--- src/hdl/fcs_pkg.sv ---
// Shared constants and types for the streaming FIR convolution block.
// No dependencies; imported by every module of the block.
package fcs_pkg;

  localparam int TAPS        = 7;
  localparam int SAMPLE_BITS = 16;
  localparam int COEF_BITS   = 16;
  localparam int OUT_BITS    = 35;
  localparam int PROD_BITS   = SAMPLE_BITS + COEF_BITS;
  localparam int NUM_REGS    = 8;
  localparam int IDX_BITS    = 3;
  localparam int TCNT_BITS   = 3;
  localparam int NTAP_BITS   = $clog2(TAPS + 1);
  localparam int CNT_BITS    = $clog2(TAPS);
  localparam int PAIRS       = (TAPS + 1) / 2;

  // register map
  localparam logic [IDX_BITS-1:0] REG_TAP_COUNT = 3'd0;
  localparam logic [IDX_BITS-1:0] REG_COEF_0    = 3'd1;

  localparam logic [TCNT_BITS-1:0] TAP_COUNT_RESET = 3'd7;

  typedef struct packed {
    logic load_pair;
    logic load_out;
  } sum_ctl_t;

endpackage

--- src/hdl/fcs_cell.sv ---
// One tap cell: a delay line stage plus its registered product.
// Depends on fcs_pkg.
module fcs_cell (
  input  logic                                 clk,
  input  logic                                 rst,
  input  logic                                 step,
  input  logic                                 clear,
  input  logic                                 tap_on,
  input  logic signed [fcs_pkg::COEF_BITS-1:0]   coef,
  input  logic signed [fcs_pkg::SAMPLE_BITS-1:0] prev,
  output logic signed [fcs_pkg::SAMPLE_BITS-1:0] held,
  output logic signed [fcs_pkg::PROD_BITS-1:0]   prod
);
  import fcs_pkg::*;

  // product uses the incoming value prev of the current step, even when clear zeroes held
  always_ff @(posedge clk) begin
    if (rst) begin
      held <= '0;
    end else if (step) begin
      held <= clear ? '0 : prev;
    end
  end

  always_ff @(posedge clk) begin
    if (step) begin
      prod <= tap_on ? PROD_BITS'(coef) * PROD_BITS'(prev) : '0;
    end
  end

endmodule

--- config.mk ---
export PLATFORM = sky130hd
export DESIGN_NAME = fcs_cell
export DESIGN_NICKNAME = d
export VERILOG_FILES = /design/src/hdl/fcs_pkg.sv /design/src/hdl/fcs_cell.sv
export SDC_FILE = /design/constraint.sdc
export NUM_CORES = 1
export LEC_CHECK = 0
export ABC_AREA = 1
export BUFFER_PORTS_ARGS = -buffer_cell sky130_fd_sc_hd__buf_4
export CORE_MARGIN = 2
export CORE_UTILIZATION = 50
export DETAILED_ROUTE_END_ITERATION = 10
export GPL_TIMING_DRIVEN = 1
export PLACE_DENSITY = 0.71
export SYNTH_ARGS = -nofsm -noshare
export SYNTH_HDL_FRONTEND = slang
export SYNTH_SLANG_ARGS = --single-unit
--- constraint.sdc ---
create_clock -name clk -period 4.8 [get_ports clk]
set_input_delay 0 -clock clk [delete_from_list [all_inputs] [get_ports clk]]
set_output_delay 0 -clock clk [all_outputs]
set_load 0.05 [all_outputs]
==> qor.txt <==
# rows: 57
Buf/Inv on CP: 5
wirelength, routed: 33400 um
Clock Path Buffers: 2
RSZ-0062 raised after global routing: true
Seq/Total Area, Yosys: 10.3%
CP endpoint kind: flip-flop
gate count of the mapped netlist: 1612
Synth cell types: 33
cell count after placement: 2075
via-per-instance ratio: 4.98
simple logic cell fraction of the synthesized area: 18.2%
Clk Latency, worst-skew pair: 300 ps
WL/cell: 15.8 um
Synth Area in Adders: 50.4%
Boundary Pins: 85
final weighted congestion in routability-driven placement: 0.915
number of flops mapped to enable cells by yosys: 32
vias: 10500
initial antenna violation count: 1
GRT Residual Overflow: 0
Final Setup Violations: 0
Net Count, Synth: 1993
largest net degree at the start of global routing: 65
status: finished, final reports clean
slew margin rel.: 49.3%
Max Clk Rate: 209 MHz
FILL cells: 2069
fraction of layout cells with a size suffix above 1: 22.2%
final std cells w/o fill: 2109
Post-synth top flop: edfxtp_1
worst slew pin tran: 761 ps
max-cap violations: 0
largest family of logic cells by synthesized area: adder cells
crit-path leading delay family: adder cells
Max Fanout on Critical Path: 5
Initial Util: 51.0%
YS warnings: 0
ant diodes: 0
Root Driver: clkbuf_16
DRT Pass-1 Iters: 5
CP max-delay cell: fa_2
most used cell, CP: fa_1
crit path kind: in -> reg
xor and xnor area share after synthesis: 0.352%
vias in the first global route: 11100
Port Buffer Count: 84
Finished Core Util: 63.4%
full die area: 26200 um^2
Placeable Area: 24400 um^2
CTS tree: yes
Die H: 162 um
H-tree depth: 2
DR iter-0 viols: 658
Syn Std Cell Area: 12400 um^2
clock slew at reported path FFs: 80 ps
Tot GR Track Use: 26.8%
crit path cell chain: buf_8 -> nand2_4 -> inv_2 -> fa_2 -> buf_12 -> fa_2 -> buf_4 -> buf_4 -> fa_1 -> fa_1 -> fa_1 -> fa_1 -> ha_4 -> a21oi_1 -> nand2_1 -> nand2_1 -> nand2_1 -> a21oi_2 -> nand2_2 -> nor2_1 -> nor2_1
final hold vios: 0
nets: 2165
Detail Route Antenna Nets: 0
first-pass GRT wire length: 55300 um
# DRC: 0
mux share of post-synthesis cell area: 0%
clock skew: 0 ps
clock sink count: 48
area growth from synthesis to layout: 24.2%
Worst EP required: 4880 ps
Hold/Removal Path Class: in -> reg
CP peak stage delay: 620 ps
cts bufs inserted: 5
HPWL after detailed placement: 28100 um
compound-gate portion of the synthesized area: 4.24%
FFs w/ async S/R, synth: 0%
syn avg cell area: 7.72 um^2
number of synthesized register bits: 48
die width: 162 um
crit path DAT: 4870 ps
crit path time final: 4790 ps
fin crit share: 99.7%
Worst Setup Start Kind: input pin
Slew Viols, Final: 0
==> state kept, by name (all words and copies together) (netlist names) <==
name  flops
prod     32
held     16
==> cell usage in the layout (no fill, tap or decap), types with 21 or more instances in the layout <==
master,synthesis,routed
inv_1,480,456
nand2_2,3,29
o21ai_0,28,24
buf_6,1,23
buf_4,1,191
inv_2,1,24
ha_4,0,21
a21oi_1,50,40
ha_1,82,60
edfxtp_1,32,32
nor2_1,85,61
fa_1,262,249
nand2_1,434,393
==> kinds of logic after synthesis <==
family	Yosys count
AOI/OAI and AO/OA	96
buffers and inverters	547
and+or+nand+nor	572
adders and majority gates	344
DFF	48
xor gates and xnor gates	5
==> stage by stage <==
stage          hold WS, ps  instance area, um^2  setup TNS, ps  setup slack (ps)
2_1_floorplan          112                12800           -160             -49.0
3_3_place_gp           295                14300          -5400              -446
3_5_place_dp           294                14300          -6190              -553
4_1_cts               32.8                14800              0              7.39
5_1_grt                130                15500           -944              -139
6_report               118                15500              0              13.7
==> metal layers <==
layer | up-vias | global-route usage [%] | part of all wire [%] | routed length (um)
met5 | - | 0 | 0 | 0
met2 | 319 | 47.8 | 51 | 17100
li1 | 4909 | - | - | -
met1 | 5209 | 35.2 | 41 | 13800
met3 | 62 | 2.35 | 4.7 | 1570
met4 | 0 | 7.00 | 2.8 | 923
==> path summary, 6_finish.rpt <==
kind / end / cells after the start / start / slack (ps)
worst min-delay path: held[11]$_SDFFE_PP0P_ / 4 / prev[11] / 120
worst max register to register: held[8]$_SDFFE_PP0P_ / 2 / held[8]$_SDFFE_PP0P_ / 4060
worst min register to register: held[13]$_SDFFE_PP0P_ / 2 / held[13]$_SDFFE_PP0P_ / 540
worst max-delay path: prod[31]$_SDFFCE_PN0P_ / 21 / prev[3] / 10
==> synth_stat cells (all sizes together) (7+ instances only) <==
cell	number	area, um^2
nand3	25	135
nor2	90	350
o21ai	29	145
nand2	437	1650
inv	481	1810
fa	262	5250
a21oi	54	285
ha	82	1030
o21bai	7	52.6
clkbuf	63	236
edfxtp	32	961
dfxtp	16	320
==> what timing repair did <==
action,4_1_cts,5_1_grt
hold endpoints to repair,1,1
setup buffers,12,13
setup endpoints to repair,7,21
hold buffers,1,1
gates resized for setup,55,152
pin swaps,40,76
==> layout make-up <==
cell class / instances / area (um^2) / share of cell area, %
multi-input cells: 1017 / 9820 / 63.5
repair buffers: 231 / 1980 / 12.8
inverters: 481 / 1810 / 11.7
flip-flops and latches: 48 / 1280 / 8.28
well taps: 324 / 405 / 2.62
clock buffers: 5 / 125 / 0.809
clock inverters: 3 / 46.3 / 0.299
==> worst reg2reg max path, cell delays in order (launching register included) <==
cell and delay (ps):
dfxtp_1 380, o21ai_0 100, a21oi_1 180
Power is left out: the tool's default activity adds up to more than one toggle a clock period on the data nets, which glitch-free logic cannot reach.
