File: config.mk
export PLATFORM = sky130hd
export DESIGN_NAME = fcs_sum
export DESIGN_NICKNAME = d
export VERILOG_FILES = /design/src/hdl/fcs_pkg.sv /design/src/hdl/fcs_sum.sv
export SDC_FILE = /design/constraint.sdc
export NUM_CORES = 1
export LEC_CHECK = 0
export ABC_CLOCK_PERIOD_IN_PS = 4200
export BUFFER_PORTS_ARGS = -buffer_cell sky130_fd_sc_hd__buf_2
export CAP_MARGIN = 10
export CORE_MARGIN = 10
export CORE_UTILIZATION = 50
export DETAILED_ROUTE_END_ITERATION = 7
export GPL_TIMING_DRIVEN = 1
export PLACE_DENSITY = 0.74
export REMOVE_ABC_BUFFERS = 1
export SLEW_MARGIN = 10
export SYNTH_ARGS = -nofsm -noshare
export SYNTH_HDL_FRONTEND = slang
export SYNTH_SLANG_ARGS = --single-unit
File: constraint.sdc
create_clock -name clk -period 4.2 [get_ports clk]
set_clock_uncertainty 0.1 [all_clocks]
set_input_delay 0.42 -clock clk [delete_from_list [all_inputs] [get_ports clk]]
set_output_delay 0.42 -clock clk [all_outputs]
set_load 0.1 [all_outputs]
File: src/hdl/fcs_pkg.sv
// Shared constants and types for the streaming FIR convolution block.
// No dependencies; imported by every module of the block.
package fcs_pkg;

  localparam int TAPS        = 7;
  localparam int SAMPLE_BITS = 16;
  localparam int COEF_BITS   = 16;
  localparam int OUT_BITS    = 35;
  localparam int PROD_BITS   = SAMPLE_BITS + COEF_BITS;
  localparam int NUM_REGS    = 8;
  localparam int IDX_BITS    = 3;
  localparam int TCNT_BITS   = 3;
  localparam int NTAP_BITS   = $clog2(TAPS + 1);
  localparam int CNT_BITS    = $clog2(TAPS);
  localparam int PAIRS       = (TAPS + 1) / 2;

  // register map
  localparam logic [IDX_BITS-1:0] REG_TAP_COUNT = 3'd0;
  localparam logic [IDX_BITS-1:0] REG_COEF_0    = 3'd1;

  localparam logic [TCNT_BITS-1:0] TAP_COUNT_RESET = 3'd7;

  typedef struct packed {
    logic load_pair;
    logic load_out;
  } sum_ctl_t;

endpackage

File: src/hdl/fcs_sum.sv
// Registered adder tree over the cell products: pair sums, then the output sum.
// Depends on fcs_pkg.
module fcs_sum (
  input  logic                                 clk,
  input  fcs_pkg::sum_ctl_t                    ctl,
  input  logic signed [fcs_pkg::PROD_BITS-1:0] prod [fcs_pkg::TAPS],
  output logic signed [fcs_pkg::OUT_BITS-1:0]  total
);
  import fcs_pkg::*;

  logic signed [OUT_BITS-1:0] pair [PAIRS];
  logic signed [OUT_BITS-1:0] total_next;

  for (genvar i = 0; i < PAIRS; i++) begin : g_pair
    if (2 * i + 1 < TAPS) begin : g_two
      always_ff @(posedge clk) begin
        if (ctl.load_pair) begin
          pair[i] <= OUT_BITS'(prod[2*i]) + OUT_BITS'(prod[2*i+1]);
        end
      end
    end else begin : g_one
      always_ff @(posedge clk) begin
        if (ctl.load_pair) begin
          pair[i] <= OUT_BITS'(prod[2*i]);
        end
      end
    end
  end

  always_comb begin
    total_next = '0;
    for (int i = 0; i < PAIRS; i++) begin
      total_next = total_next + pair[i];
    end
  end

  always_ff @(posedge clk) begin
    if (ctl.load_out) begin
      total <= total_next;
    end
  end

endmodule

==> run summary <==
period utilization: 0.955
number of setup buffers added after CTS: 0
WL per Instance: 18.1 um
Max VDD drop: 0.000335 V
Synth warnings: 0
M1 GR Usage: 0.273
TritonCTS clock tree: built
met2 usage: 0.338
first-pass GRT wire length: 57.9 mm
detailed-route wire length: 36.8 mm
HP Start: prod[31]
Sink Count: 166
Area contributors post-synth: edfxtp_1, ha_1, fa_1
Crit Path Category: reg -> reg
Max-Slew Margin vs Limit: 0.424
EDFF count, synth: 166
core region area: 27100 um2
biggest area consumer among synthesized cells: edfxtp_1
remaining antenna violation count: 0
vias in the first global route: 11285
post_cts resized: 0
post-synth top area share: 0.360
Nets: 2073
row count: 60
Final setup viols: 0
Placed Area: 15500 um2
DRC Markers: 0
critical path arrival: 4.08 ns
sequential fraction of the synthesis area: 0.360
Mapped Avg Cell Area: 9.96 um2
Final Max Slew Viols: 0
Top Usage Layer GRT: met2
Tot GR Track Use: 0.206
die height: 186 um
Starting DRT DRC Count: 996
I/O Pins: 262
Final min period: 4.01 ns
Worst Setup SP: pair[0][1]
Hold Fails Final Rpt: 0
H-tree Lvls: 4
clk slew on worst S/H paths: 0.07 ns
RSZ-0062 raised after global routing: true
GR Overflow Total: 0
required time worst endpoint: 4.27 ns
max-cap viol count: 0
Critical R2R Launch: pair[0][1]
measured slew at the worst slew-check pin: 0.864 ns
ant diodes: 0
post-DP HPWL: 31.0 mm
Fmax: 249 MHz
Pwr Total: 10600 uW
TritonRoute pass-1 iters: 5
CTS root buf: clkbuf_16
Port Buffers: 261
Initial Util: 0.511
CP max FO: 4
Clock Path Buffers: 2
vias: 11035
final instance area: 16100 um2
Synth Register Bits: 166
total die area: 34700 um2
synthesized area: 13800 um2
DR vias/cell: 5.43
largest net degree at the start of global routing: 67
initial antenna violation count: 0
Worst-Skew Late Latency: 0.42 ns
area growth from synthesis to layout: 16.3%
layout cell share with drive strength beyond 1: 0.190
Pwr Density: 658 nW/um2
leak pwr: 0.00751 uW
# fillers: 2312
CP Capture Type: flip-flop
met3 Track Usage GR: 0.0331
status: finished, final reports clean
CTS Buf Count: 17
FFs w/ async S/R, synth: 0
Critical Path Start Type: flip-flop
ys flop type: edfxtp_1
Die X: 186 um
Hold Buf Count CTS: 0
Yosys cell types: 73
Hold Crit Class: in -> reg
Gate Count Post-Synth: 1390
Final Wtd Congestion: 0.954
## cells in the mapped netlist (all sizes together) (4+ instances only)
cell       n
ha       130
and3       4
nor2b     10
o21ai     73
nor3      15
xor2      41
o21a      15
a211o      5
a21o      67
a2111oi    5
nand2b    13
o31ai     11
nand2     81
clkbuf    24
a31oi     11
nand3     27
and2       7
a211oi    18
o211ai    13
nand4     21
nor2      70
inv      214
xnor2     73
a21oi    128
a21boi     4
a221oi     4
o21bai    15
edfxtp   166
or2        4
fa        70
## critical path, stage by stage (launching register included)
cell	delay, ns
edfxtp_1	0.33
inv_1	0.05
fa_1	0.55
fa_1	0.41
inv_1	0.06
ha_1	0.17
inv_1	0.07
fa_1	0.46
nor2b_1	0.19
o2111ai_1	0.17
and3_1	0.27
o31a_1	0.30
o31ai_4	0.26
a21o_1	0.16
a21oi_1	0.07
xnor2_1	0.13
## kinds of logic after synthesis
| kind of cell | Yosys count | share of synthesized area |
|---|---|---|
| AOI/OAI and AO/OA | 395 | 0.187 |
| and+or+nand+nor | 271 | 0.0936 |
| buffers and inverters | 241 | 0.0665 |
| adders and majority gates | 200 | 0.219 |
| DFF | 166 | 0.360 |
| xor gates and xnor gates | 114 | 0.0721 |
| muxes | 3 | 0.00217 |
## area by class of cell
type | count | area, um2 | share of cell area
Multi-Input combinational cell | 983 | 7950 | 0.494
Sequential cell | 166 | 4980 | 0.310
Inverter | 214 | 803 | 0.0499
Timing Repair Buffer | 264 | 1340 | 0.0835
Clock inverter | 13 | 123 | 0.00762
Tap cell | 372 | 465 | 0.0289
Clock buffer | 19 | 433 | 0.0269
## power breakdown
group	switching, uW	leakage (uW)	internal, uW
Sequential	92.2	0.00162	2500
Clock	667	0.000258	823
Combinational	4290	0.00563	2230
## flip-flops by register name (all words and copies together) (netlist names)
name,cells
pair,131
total,35
## placed cells by master (no fill, tap or decap), drive strengths merged, types with 4 or more instances in the layout
cell type,count
fa,70
nand3,27
clkinv,4
nand2,81
nor2b,10
a21o,67
xnor2,73
xor2,41
o21a,15
clkbuf,19
ha,130
clkinvlp,4
a221oi,4
a211oi,18
nand2b,13
nor2,70
a211o,5
a21boi,4
a31oi,11
and2,7
or2,4
nor3,15
inv,218
o31ai,11
edfxtp,166
o21ai,73
buf,264
a2111oi,5
and3,4
nand4,21
o21bai,15
o211ai,13
a21oi,128
## per-layer routing
layer | share of wire | wire length (um)
met5 | 0 | 0
met4 | 0.019 | 708
met3 | 0.063 | 2320
met2 | 0.47 | 17400
met1 | 0.44 | 16300
## metrics by stage
stage	TNS, ns	util	worst slack [ns]	instances	hold WS [ns]
2_1_floorplan	0	-	0.447	1363	0.419
3_3_place_gp	0	0.573	0.233	1999	0.448
3_5_place_dp	0	0.573	0.128	1999	0.437
4_1_cts	0	0.594	0.118	2031	0.0449
5_1_grt	-0.00480	0.594	-0.00480	2031	0.0474
6_report	0	0.594	0.190	2031	0.0682
## path summary, 6_finish.rpt
path / slack (ns) / endpoint / cells after the start
min: 0.07 / pair[3][33] / 1
min reg2reg: 0.46 / total[0] / 1
max reg2reg: 0.19 / total[23] / 15
max: 0.19 / total[23] / 15
Power figures use the tool's default switching activity.
